`config.mk`:
```
export PLATFORM = sky130hd
export DESIGN_NAME = ttv_mul
export DESIGN_NICKNAME = d
export VERILOG_FILES = /design/src/ttv_pkg.sv /design/src/ttv_mul.sv
export SDC_FILE = /design/constraint.sdc
export NUM_CORES = 2
export LEC_CHECK = 0
export ABC_AREA = 1
export BUFFER_PORTS_ARGS = -buffer_cell sky130_fd_sc_hd__buf_4
export CAP_MARGIN = 10
export CORE_ASPECT_RATIO = 2
export CORE_MARGIN = 4
export CORE_UTILIZATION = 50
export DETAILED_ROUTE_END_ITERATION = 16
export PLACE_DENSITY_LB_ADDON = 0.12
export REMOVE_ABC_BUFFERS = 1
export SYNTH_ARGS = -nofsm -noshare
export SYNTH_HDL_FRONTEND = slang
export SYNTH_SLANG_ARGS = --single-unit
```
`constraint.sdc`:
```
create_clock -name clk -period 9.1 [get_ports clk]
set_input_delay 2.73 -clock clk [delete_from_list [all_inputs] [get_ports clk]]
set_output_delay 2.73 -clock clk [all_outputs]
set_load 0.005 [all_outputs]
```
`src/ttv_pkg.sv`:
```
// Shared types and constants for the triangle tangent vector unit.
`timescale 1ns / 1ps
package ttv_pkg;

  localparam int NORM_BITS = 30;
  localparam int EDGE_W = 33;
  localparam int PROD_W = 66;
  localparam int ACC_W = 68;
  localparam int MAG_W = 67;
  localparam int SUM_W = 62;
  localparam int ROOT_W = 31;

  typedef struct packed {
    logic signed [31:0] pos_x;
    logic signed [31:0] pos_y;
    logic signed [31:0] pos_z;
    logic signed [31:0] tex_u;
    logic signed [31:0] tex_v;
  } vtx_t;

  typedef struct packed {
    logic signed [15:0] tangent_x;
    logic signed [15:0] tangent_y;
    logic signed [15:0] tangent_z;
    logic               degenerate;
  } tan_t;

  typedef struct packed {
    logic start;
    logic is_div;
  } rd_ctrl_t;

endpackage

```
`src/ttv_mul.sv`:
```
// Shared signed multiplier with a registered product.
`timescale 1ns / 1ps
module ttv_mul (
  input  logic                                 clk,
  input  logic signed [ttv_pkg::EDGE_W-1:0]    a,
  input  logic signed [ttv_pkg::EDGE_W-1:0]    b,
  output logic signed [ttv_pkg::PROD_W-1:0]    p
);

  always_ff @(posedge clk) begin
    p <= a * b;
  end

endmodule

```
== Word level (Yosys, flattened, before mapping) ==
Index checks and enable logic that the tools add are counted.

* Memories kept: 0
* Flip-flop bits (word level): 66
* Output and inout port bits: 66
* RAM bits: 0
* Memory bits (read-only): 0
* Bits of input ports: 67
* Logic and storage cells: 2
* Bits in latches: 0

* Div/mod/pow operators: 0
* $mul: 1
* Reduce and logical (&&, ||, !) cells: 0
* Eq/ne operators: 0
* Shift operators: 0
* $add $sub $neg: 0
* Mux-type cells: 0
* $lt $le $gt $ge: 0
* Bitwise operators: 0

{| class="wikitable"
|+ Operator list
! operator !! number
|-
| $mul 33x33->66 || 1
|}

== Logic depth before layout (Yosys ltp) ==
* Depth after elaboration: 1
* Depth in mapped cells: 34
* Gate-level depth less buffers: 32

== Least setup slack after synthesis ==
No wires, ideal clock.

* Path kind: input to register
* From: in a[32] in the netlist's numbering
* To: reg p[60] in the netlist's numbering
* Arrival time: 9373 ps
* Setup slack: -386 ps
* Cell stages on the path: 23
* Path buffers: 2
* Library setup time: 113 ps
* Required time: 8987 ps
* Cell sequence: clkbuf_1 -> clkbuf_1 -> nand2_1 -> inv_1 -> fa_1 -> fa_1 -> fa_1 -> fa_1 -> inv_1 -> fa_1 -> fa_1 -> fa_1 -> fa_1 -> inv_1 -> ha_1 -> nand2_1 -> nor2_1 -> inv_1 -> nor3_1 -> nand2_1 -> and2_0 -> nand4_1 -> nand2_1

* Cells in the longest elaborated chain, start to end: 1

{| class="wikitable"
|+ Ends and longest elaborated chain
! element !! line !! RTL
|-
| from (decl) || ttv_mul.sv:5 || <nowiki>input logic signed [ttv_pkg::EDGE_W-1:0] a,</nowiki>
|-
| $mul 33x33->66 || ttv_mul.sv:11 || <nowiki>p <= a * b;</nowiki>
|-
| to (signal assigned) || ttv_mul.sv:11 ||
|-
| to (decl) || ttv_mul.sv:7 || <nowiki>output logic signed [ttv_pkg::PROD_W-1:0] p</nowiki>
|}

Every way passes these cells.

== Final worst setup path ==
* From: in a[18] in the netlist's numbering
* To: reg p[55] in the netlist's numbering

The elaborated chain is that of the path after synthesis.

==> results.txt <==
After detailed routing, the number of vias per cell comes to 4.889. In the synthesized netlist the dominant register cell turns out to be dfxtp_1. The net count of the finished layout is 7331. TritonCTS built the clock tree. The residual overflow from global routing came out at 0. The total via count after detailed routing is ~35000. Max-cap violations in this run came to 0. The ratio of final minimum period to clock period came out at 0.9849. The CTS buffer count is 9. The y dimension of the die came out at 423.6 um. The mean cell area of the mapped netlist came out at around 8 um^2. In the final layout, the share of cells above drive strength 1 is 0.1305. The Yosys warning count is 0. The endpoint with the worst hold slack is p[0]$_DFF_P_. The quantity of I/O buffers inserted on ports came out at approximately 130. After synthesis the cells add up to 43170 um^2. At the end of routability-driven placement, the weighted congestion stood at 0.9749. For this run, the register share of the synthesized area comes to 0.03060. The number of instances in the placed design came out at a little over 7000.

The flow ran to the end, and the final reports show no timing, DRC or antenna violations. The count of different cell masters after synthesis is 35. The start point of the worst min-delay path is b[0]. The detailed-route DRC error count came out at 0.

The final antenna-violating net count came out at 0. More flip-flops sit in one register than any other, and that register is p. The number of inserted filler cells in the final layout came out at 8160.

In the final layout, the registers with the most flip-flops are p x66. Row generation in the floorplan step produced 152 rows. The number of flip-flops in the largest register is 66. The largest fanout of any net on the critical path came out at 14. The die covers 91400 um^2. For the worst setup path, the data required time is between 9 and 10 ns.

The register bit total from synthesis is 66. The wire length reported by the detailed router is 135900 um. The wire-length estimate of the detail-placed layout is 123600 um. In this run the clock root is driven by a clkbuf_16.

The starting DRC count in detailed routing came out at 1504. The depth of the CTS H-tree came out at 3. The width of the chip came out at between 200 and 250 um. At the pin with the least slew margin, the transition time is 0.4501 ns. Setup repair after global routing could not meet its margin everywhere. The fmax came out at 111.6 MHz. The library cell used most frequently in the layout, excluding fill and tap cells, is inv_1. The number of global-route vias before repair came to 39099. STA classifies the critical path startpoint as an input port. The clock-pin slew on the worst setup and hold paths is 0.07 ns. The standard cell core area is 85770 um^2.

The count of boundary I/O pins is ~130. STA classifies the critical path endpoint as a flip-flop. The worst setup path is of the input port to flip-flop kind. The iteration count of the initial detailed-routing pass is 6.

Counting flops with an async set or reset pin after synthesis yields a share of 0. The post-route standard cell area excluding fillers is about 49000 um^2. The overall routing resource usage is 0.3094. The first global-routing pass estimated 213400 um of wire.

Yosys mapped a number of flops with a built-in enable equal to 0. Setup violations remaining at the end of the flow were counted as 0. The max-slew violation total from the final report is 0. The count of mapped cells out of synthesis is 5543. The final cell count without fillers came out at 7066. The final-report hold violation count is 0.

The worst relative slew slack came out at 0.6967. The post-placement cell area is 48630 um^2. The tightest min-delay check is of the input port to flip-flop type. The arrival time of data at the critical path endpoint came out at 9.22 ns. The clock passes through at most 2 buffers. The clock period minus worst slack is 8.962 ns. The number of antenna violations at the first check in global routing came out at 4. Entering global routing, the biggest net connects 29 pins. The layout overhead on the synthesized area is 14.42%. The number of cells traversed by the worst hold path came out at 5. For this design, the sink count on the clock tree is 66. The initial utilization of the core area, before any placement, comes to 0.5034. In the layout the commonest cells are 1892 x inv_1, 1501 x nand2_1, 1131 x fa_1, 557 x buf_4, 200 x ha_1. Dividing the detail-routed wire length by the instance count gives 19.23 um.
-- stage by stage --
stage	hold WS [ns]	setup TNS, ns	utilization	setup WS [ns]
3_5_place_dp	3.110	-12.91	0.5670	-0.4491
6_report	3.048	0	0.5759	0.1377
4_1_cts	3.036	0	0.5703	0.001665
3_3_place_gp	3.110	-12.38	0.5670	-0.4401
5_1_grt	3.059	-0.1539	0.5759	-0.03818
2_1_floorplan	2.823	0	-	0.05794
-- kinds of logic after synthesis --
logic type | share of synthesized area
XOR/XNOR | 0.008317
adder cells (fa/ha/maj) | 0.5938
flip-flops | 0.03060
AO/OA/AOI/OAI | 0.01377
buffers and inverters | 0.1876
AND/OR/NAND/NOR | 0.1659
-- area by class of cell --
type                            instances  area, um^2  share of cell area
Antenna cell                            4       10.01           0.0002026
Timing Repair Buffer                  611        5114              0.1035
Clock buffer                           10       229.0            0.004635
Multi-Input combinational cell       3319       34120              0.6907
Tap cell                             1155        1445             0.02925
Sequential cell                        66        1321             0.02675
Inverter                             1895        7117              0.1441
Clock inverter                          6       43.79           0.0008865
-- per-layer routing --
metal / part of all wire / global-route usage / routed length (um) / vias up
li1: - / - / - / 15715
met1: 0.31 / 0.2957 / 42000 / 17434
met2: 0.56 / 0.6089 / 76770 / 937
met3: 0.029 / 0.02149 / 3997 / 459
met4: 0.097 / 0.2245 / 13130 / 0
met5: 0 / 0 / 0 / -
-- what timing repair did --
action	4_1_cts	5_1_grt
gates resized for setup	3	116
hold buffers	0	0
pin swaps	0	15
endpoints found under the setup margin	5	45
buffers inserted	0	3
-- worst max-delay path by stage --
stage | from | end | slack, ns | cells after the start
5_1_grt | a[23] | p[34]$_DFF_P_ | -0.04 | 29
3_5_place_dp | a[32] | p[59]$_DFF_P_ | -0.45 | 27
6_report | a[18] | p[55]$_DFF_P_ | 0.14 | 25
4_1_cts | a[31] | p[32]$_DFF_P_ | 0.002 | 26
2_1_floorplan | b[0] | p[60]$_DFF_P_ | 0.06 | 21
3_3_place_gp | b[16] | p[27]$_DFF_P_ | -0.44 | 27
-- synth_stat cells (3+ instances only) --
master,n,area share
inv_1,1894,0.16
nand2_1,1517,0.13
fa_1,1145,0.53
clkbuf_1,262,0.023
ha_1,217,0.063
nor2_1,131,0.011
nand3_1,70,0.0081
dfxtp_1,66,0.031
a21oi_1,61,0.0071
xor2_1,37,0.0075
nor2_2,20,0.0029
nand4_1,19,0.0028
o21ai_0,19,0.0022
nand2_2,17,0.0025
o21bai_1,14,0.0024
nand3_2,8,0.0019
nor3_1,7,0.00081
or2_2,5,0.00072
a21oi_2,4,0.00081
nor4_1,4,0.00058
xnor2_1,4,0.00081
nand3b_1,3,0.00052
nor2_4,3,0.00078
o21ai_1,3,0.00035
-- worst max-delay path, stage by stage --
cell     delay, ns
buf_6         0.21
buf_4         0.24
buf_4         0.13
nand2_1       0.06
fa_1          0.52
inv_1         0.06
fa_1          0.49
fa_1          0.50
fa_1          0.65
fa_1          0.48
fa_1          0.46
fa_1          0.49
inv_1         0.05
fa_1          0.47
inv_1         0.04
ha_1          0.34
nand2_1       0.09
nand2_1       0.13
a21oi_1       0.35
o21ai_0       0.18
buf_4         0.16
nor2_1        0.16
nand3_1       0.10
nand2_1       0.06
nand2_1       0.04
Power is left out: the tool's default activity adds up to more than one toggle a clock period on the data nets, which glitch-free logic cannot reach.
