File: src/ttv_pkg.sv
// Shared types and constants for the triangle tangent vector unit.
`timescale 1ns / 1ps
package ttv_pkg;

  localparam int NORM_BITS = 30;
  localparam int EDGE_W = 33;
  localparam int PROD_W = 66;
  localparam int ACC_W = 68;
  localparam int MAG_W = 67;
  localparam int SUM_W = 62;
  localparam int ROOT_W = 31;

  typedef struct packed {
    logic signed [31:0] pos_x;
    logic signed [31:0] pos_y;
    logic signed [31:0] pos_z;
    logic signed [31:0] tex_u;
    logic signed [31:0] tex_v;
  } vtx_t;

  typedef struct packed {
    logic signed [15:0] tangent_x;
    logic signed [15:0] tangent_y;
    logic signed [15:0] tangent_z;
    logic               degenerate;
  } tan_t;

  typedef struct packed {
    logic start;
    logic is_div;
  } rd_ctrl_t;

endpackage

File: src/ttv_rootdiv.sv
// Iterative square root and restoring divider sharing one compare-subtract step.
`timescale 1ns / 1ps
module ttv_rootdiv #(
  parameter int QW = 15,
  parameter int NW = 45
) (
  input  logic                              clk,
  input  logic                              rst,
  input  ttv_pkg::rd_ctrl_t                 ctrl,
  input  logic [ttv_pkg::SUM_W-1:0]         radicand,
  input  logic [NW-1:0]                     num,
  input  logic [ttv_pkg::ROOT_W-1:0]        den,
  output logic                              busy,
  output logic                              done,
  output logic [ttv_pkg::ROOT_W-1:0]        res
);

  localparam int CW = 5;

  logic          is_div;
  logic [CW-1:0] cnt;
  logic [32:0]   rem;
  logic [61:0]   src;
  logic [33:0]   op_a;
  logic [33:0]   op_b;
  logic [33:0]   diff;
  logic          ge;

  always_comb begin
    if (is_div) begin
      op_a = {2'b00, rem[30:0], src[61]};
      op_b = {3'b000, den};
    end else begin
      op_a = {1'b0, rem[30:0], src[61:60]};
      op_b = {1'b0, res, 2'b01};
    end
    diff = op_a - op_b;
    ge = !diff[33];
  end

  always_ff @(posedge clk) begin
    if (rst) begin
      busy <= 1'b0;
      done <= 1'b0;
    end else begin
      done <= 1'b0;
      if (ctrl.start) begin
        busy <= 1'b1;
        is_div <= ctrl.is_div;
        res <= '0;
        if (ctrl.is_div) begin
          cnt <= CW'(QW - 1);
          rem <= 33'(num >> QW);
          src <= {num[QW-1:0], {(62 - QW){1'b0}}};
        end else begin
          cnt <= CW'(30);
          rem <= '0;
          src <= radicand;
        end
      end else if (busy) begin
        rem <= ge ? diff[32:0] : op_a[32:0];
        res <= {res[29:0], ge};
        src <= is_div ? {src[60:0], 1'b0} : {src[59:0], 2'b00};
        cnt <= cnt - 1'b1;
        if (cnt == '0) begin
          busy <= 1'b0;
          done <= 1'b1;
        end
      end
    end
  end

endmodule

File: config.mk
export PLATFORM = sky130hd
export DESIGN_NAME = ttv_rootdiv
export DESIGN_NICKNAME = d
export VERILOG_FILES = /design/src/ttv_pkg.sv /design/src/ttv_rootdiv.sv
export SDC_FILE = /design/constraint.sdc
export NUM_CORES = 1
export LEC_CHECK = 0
export ABC_AREA = 1
export BUFFER_PORTS_ARGS = -buffer_cell sky130_fd_sc_hd__clkbuf_2
export CAP_MARGIN = 20
export CORE_ASPECT_RATIO = 1.25
export CORE_MARGIN = 4
export CORE_UTILIZATION = 62
export CTS_BUF_LIST = sky130_fd_sc_hd__clkbuf_16
export DETAILED_ROUTE_END_ITERATION = 8
export PLACE_DENSITY = 0.95
export SYNTH_ARGS = -nofsm -noshare
export SYNTH_HDL_FRONTEND = slang
export SYNTH_SLANG_ARGS = --single-unit
File: constraint.sdc
create_clock -name clk -period 28.3 [get_ports clk]
set_clock_uncertainty 0.15 [all_clocks]
set_input_delay 5.66 -clock clk [delete_from_list [all_inputs] [get_ports clk]]
set_output_delay 5.66 -clock clk [all_outputs]
set_load 0.01 [all_outputs]
Word level (Yosys, flattened, before mapping)
Cells that the tools add are included.
- logic and storage cells: 35
- input port bits: 142
- bits in registers: 132
- bitwise operators: 2
- reduce and logical (&&, ||, !) cells: 6
- multiplexer cells: 18
- add/subtract/negate cells: 2
- operators with widths (operator ; count):
    2-to-1 mux 62 bit ; 4
    2-to-1 mux 31 bit ; 4
    2-to-1 mux 33 bit ; 2
    subtractor 33 x 33 -> 34 bit ; 1
    2-to-1 mux 30 bit ; 1
    2-to-1 mux 5 bit ; 3
    logical NOT 5 bit ; 1
    subtractor 5 x 1 -> 5 bit (second input constant) ; 1
    2-to-1 mux 1 bit ; 4
    AND reduction 2 bit ; 2
    OR reduction 3 bit ; 1
    NOT 1 bit ; 2
    nonzero test 2 bit ; 1
    logical NOT 1 bit ; 1

Longest topological paths before layout
- depth after elaboration: 5
- depth in mapped cells: 22
- depth with buffers taken out: 19

Worst setup path before layout
Ideal clock, no wire load.
- path type: input to register
- start: in ctrl[1] in the netlist's numbering
- end: reg busy
- arrival: 12.972 ns
- buffers on the path: 2
- library setup time: 0.083 ns
- cell stages on the path: 6
- data required time: 28.067 ns
- path slack: 15.095 ns
- cells stage by stage: clkbuf_1 > inv_1 > clkbuf_1 > a21oi_1 > o21ai_0 > inv_1
- word-level cells in the longest chain between the ends: 1
- RTL lines (what ; RTL line ; RTL):
    from (decl) ; ttv_rootdiv.sv:9 ; input ttv_pkg::rd_ctrl_t ctrl,
    2-to-1 mux 1 bit ; ttv_rootdiv.sv:47 ; if (ctrl.start) begin
    to (signal assigned) ; ttv_rootdiv.sv:43 ; busy <= 1'b0;
    to (signal assigned) ; ttv_rootdiv.sv:48 ; busy <= 1'b1;
    to (signal assigned) ; ttv_rootdiv.sv:66 ; busy <= 1'b0;
    to (decl) ; ttv_rootdiv.sv:13 ; output logic busy,
No other way between the ends.
A chain may end at the register's enable or synchronous reset.

Final worst setup path
- start: in ctrl[1] in the netlist's numbering
- end: reg res[6] in the netlist's numbering, enable pin
- word-level cells in the longest chain between the ends: 2
- RTL lines (what ; RTL line ; RTL):
    nonzero test 2 bit (no source line) ; n/a ;
    AND reduction 2 bit (no source line) ; n/a ;
    to (signal assigned) ; ttv_rootdiv.sv:62 ; res <= {res[29:0], ge};
    to (decl) ; ttv_rootdiv.sv:15 ; output logic [ttv_pkg::ROOT_W-1:0] res
No other way between the ends.

==> results.yml <==
outcome:
  run_status: "finished, final reports clean"
drt:
  remaining_drc_errors: 0
  first_pass_detailed_route_iteration_total: 6
  total_wire_length_after_detailed_routing_um: 27400
  ant_nets: 0
  route.detailed.wl_per_inst_um: 15.7
  route.vias.total: 9533
  drtIter0Drc: 816
  viasPerCell: 5.45
timing:
  max_clock_freq_mhz: 119
  setup_ws_ns: 19.87
  setup_tns_ns: 0
  max-slew-margin-rel_pct: 23.4
  finalWorstPathRequiredPeriod_ns: 8.43
  timing.final.setup_violations: 0
  hold_viol_final: 0
  slew_violations: 0
  unrepaired_setup_endpoints_after_global_routing: "no"
  slew_at_the_pin_closest_to_its_max_slew_limit_ns: 1.15
  layout_worst_path_cycle_share_pct: 29.8
yosys:
  edff_count_synth: 130
  largest_cells_by_area_after_synthesis: "sky130_fd_sc_hd__edfxtp_1 40%, sky130_fd_sc_hd__nand2_1 17%, sky130_fd_sc_hd__inv_1 10%, sky130_fd_sc_hd__o21ai_0 6.3%, sky130_fd_sc_hd__ha_1 4.5%"
  synth_sequential_area_ratio_pct: 40.4
  yosys.area_share.xor_xnor_pct: 1.25
  mappedNetlistArea_sq_um: 9770
  synth_largest_type_area_fraction_pct: 39.9
  postSynthAreaPerCell_sq_um: 7.06
  yosys-mux-area-fraction_pct: 0.102
  dominant_combinational_cell_family_by_area_after_synthesis: "simple AND/OR/NAND/NOR gates"
  post-synth-top-area-cell: "sky130_fd_sc_hd__edfxtp_1"
  post_synthesis_net_count: 1563
  yosysUniqueCellTypes: 39
  asyncSetResetFlopFracSynth_pct: 0
  yosysWarnings: 0
  post_synth_fa_ha_maj_area_fraction_pct: 4.69
  post_synth_and_or_nand_nor_area_fraction_pct: 28.5
  synth_compound_area_share_pct: 12.2
  number_of_register_bits_inferred_by_synthesis: 132
  syn-instance-count: 1385
  ys_dominant_reg_cell: "sky130_fd_sc_hd__edfxtp_1"
setup_path:
  crit_required_ns: 28.20
  reg2reg_to: "rem[28]"
  r2r_start: "is_div"
  ff2ff_setup_slack_ns: 23.65
  setup.worst_path.start: "ctrl[1]"
  timing.setup.critical_path_class: "input port to register"
  critPathCaptureType: "register"
  crit_path_start_kind: "input port"
  timing.reg2reg.worst_path_depth: 18
  worstPathMaxFanout: 96
  critPathArrivalTime_ns: 8.33
  cp-endpoint: "res[6]"
die:
  fp.coreArea_sq_um: 15500
  initial_utilization_pct: 63.0
  num_io_pins: 175
  die_w_um: 120
  die_h_um: 148
  floorplan.die_area_sq_um: 17800
  num_rows: 51
finish:
  final-instance-count-excl-fill: 1750
  syn_to_final_growth_pct: 16.1
  multi_input_area_sq_um: 4570
  core_util_final_pct: 73.2
  mostFrequentLayoutCell: "sky130_fd_sc_hd__nand2_1"
  fill_cells: 1243
  num-nets-final: 1703
  post_route_cells_drive_above_1_share_pct: 16.9
  layout.cells.most_common_list: "435 x sky130_fd_sc_hd__nand2_1, 261 x sky130_fd_sc_hd__inv_1, 173 x sky130_fd_sc_hd__clkbuf_2"
  final-seq-area_sq_um: 3940
  num_antenna_cells: 0
place:
  pre_cts_ws_ns: 18.84
  dp_cells: 1717
  buffers_on_ports: 174
  hpwl_um: 19800
  place.gp.congestion: 1.00
grt:
  grt_max_degree: 99
  grt_overall_usage_pct: 30.2
  overflow: 0
  grt_first_pass_wirelength_um: 43400
  grt_antenna_before_repair: 0
  first_global_vias: 9390
pwr:
  p_int_mw: 0.457
  seq_power_share_pct: 35.2
  power.share.clock_pct: 34.6
  total_leakage_power_nw: 5.83
  worst_ir_drop_vdd_v: 0.0000486
  total_power_mw: 0.690
  switching_share_pct: 33.8
  power_density_of_the_placed_cells_nw_per_um2: 60.9
  switchingPower_mw: 0.234
  p_comb_share_pct: 30.2
clock_tree:
  cts_tree: "yes"
  postCtsSetupBuffers: 0
  postCtsResizedCells: 0
  ctsLongestPathBuffers: 2
  htree_num_levels: 4
  cts_hold_buf: 0
  cts.clk_slew.worst_paths_ns: 0.06
  cts_num_sinks: 132
  clk-insertion-delay-late_ns: 0.43
  clock-root-buffer: "sky130_fd_sc_hd__clkbuf_16"
  tritoncts.num_buffers: 17
min_path:
  hp-class: "register to register"
  min_delay_path_depth: 1
run:
  cap_violations: 0
## critical path, stage by stage
cell	delay [ns]
sky130_fd_sc_hd__buf_2	0.08
sky130_fd_sc_hd__buf_4	0.73
sky130_fd_sc_hd__inv_1	0.24
sky130_fd_sc_hd__a21oi_4	0.36
sky130_fd_sc_hd__buf_4	0.54
sky130_fd_sc_hd__buf_4	0.65
## routing by layer
layer | track usage, % | part of all wire (%) | routed length [um] | vias to the layer above
li1 | - | - | - | 4718
met1 | 34.1 | 36 | 9990 | 4305
met2 | 56.5 | 54 | 14800 | 443
met3 | 4.49 | 6.2 | 1700 | 67
met4 | 12.6 | 3.5 | 970 | 0
met5 | 0 | 0 | 0 | -
## cells by family after synthesis
family,count (synthesis)
AO/OA/AOI/OAI,212
XOR/XNOR,14
adder cells (fa/ha/maj),36
buffers and inverters,326
flip-flops,132
multiplexers,1
AND/OR/NAND/NOR,664
## worst min path at each step
stage	from	end
4_1_cts	cnt[0]	cnt[0]
6_report	cnt[0]	cnt[0]
3_5_place_dp	cnt[0]	cnt[0]
2_1_floorplan	busy	done
5_1_grt	cnt[0]	cnt[0]
3_3_place_gp	cnt[0]	cnt[0]
## Yosys cell counts, types with 6 or more instances
master                     number
sky130_fd_sc_hd__clkbuf_1      41
sky130_fd_sc_hd__nand3_1       83
sky130_fd_sc_hd__nor2_1        84
sky130_fd_sc_hd__xnor2_1       12
sky130_fd_sc_hd__ha_1          35
sky130_fd_sc_hd__buf_2          9
sky130_fd_sc_hd__o22ai_1       45
sky130_fd_sc_hd__o21ai_0      123
sky130_fd_sc_hd__a21oi_1       21
sky130_fd_sc_hd__edfxtp_1     130
sky130_fd_sc_hd__or2_2         27
sky130_fd_sc_hd__inv_1        261
sky130_fd_sc_hd__nand4_1        9
sky130_fd_sc_hd__nand2_1      435
sky130_fd_sc_hd__o221ai_1      14
sky130_fd_sc_hd__nand2_2        6
## through the flow
step,cell area [sq um],hold WS (ns)
4_1_cts,11300,0.422
3_5_place_dp,10700,0.398
2_1_floorplan,9770,0.330
3_3_place_gp,10700,0.396
6_report,11300,0.425
5_1_grt,11300,0.434
## flip-flops by register name (all words and copies together) (netlist names)
name,count
src,62
is_div,1
done,1
busy,1
cnt,5
res,31
rem,31
## power groups by stage
stage | clock network [mW] | logic [mW] | registers (mW)
after global placement | 0 | 0.198 | 0.246
after floorplan | 0 | 0.149 | 0.249
final | 0.239 | 0.209 | 0.243
after CTS | 0.240 | 0.206 | 0.243
after detailed placement | 0 | 0.203 | 0.247
after global routing | 0.248 | 0.233 | 0.244
## final cells by class
type	instances	area share (%)
Inverter	266	8.81
Sequential cell	132	34.8
Tap cell	212	2.34
Timing Repair Buffer	181	8.25
Clock buffer	17	3.75
Clock inverter	15	1.75
Multi-Input combinational cell	927	40.3
Power figures use the tool's default switching activity.
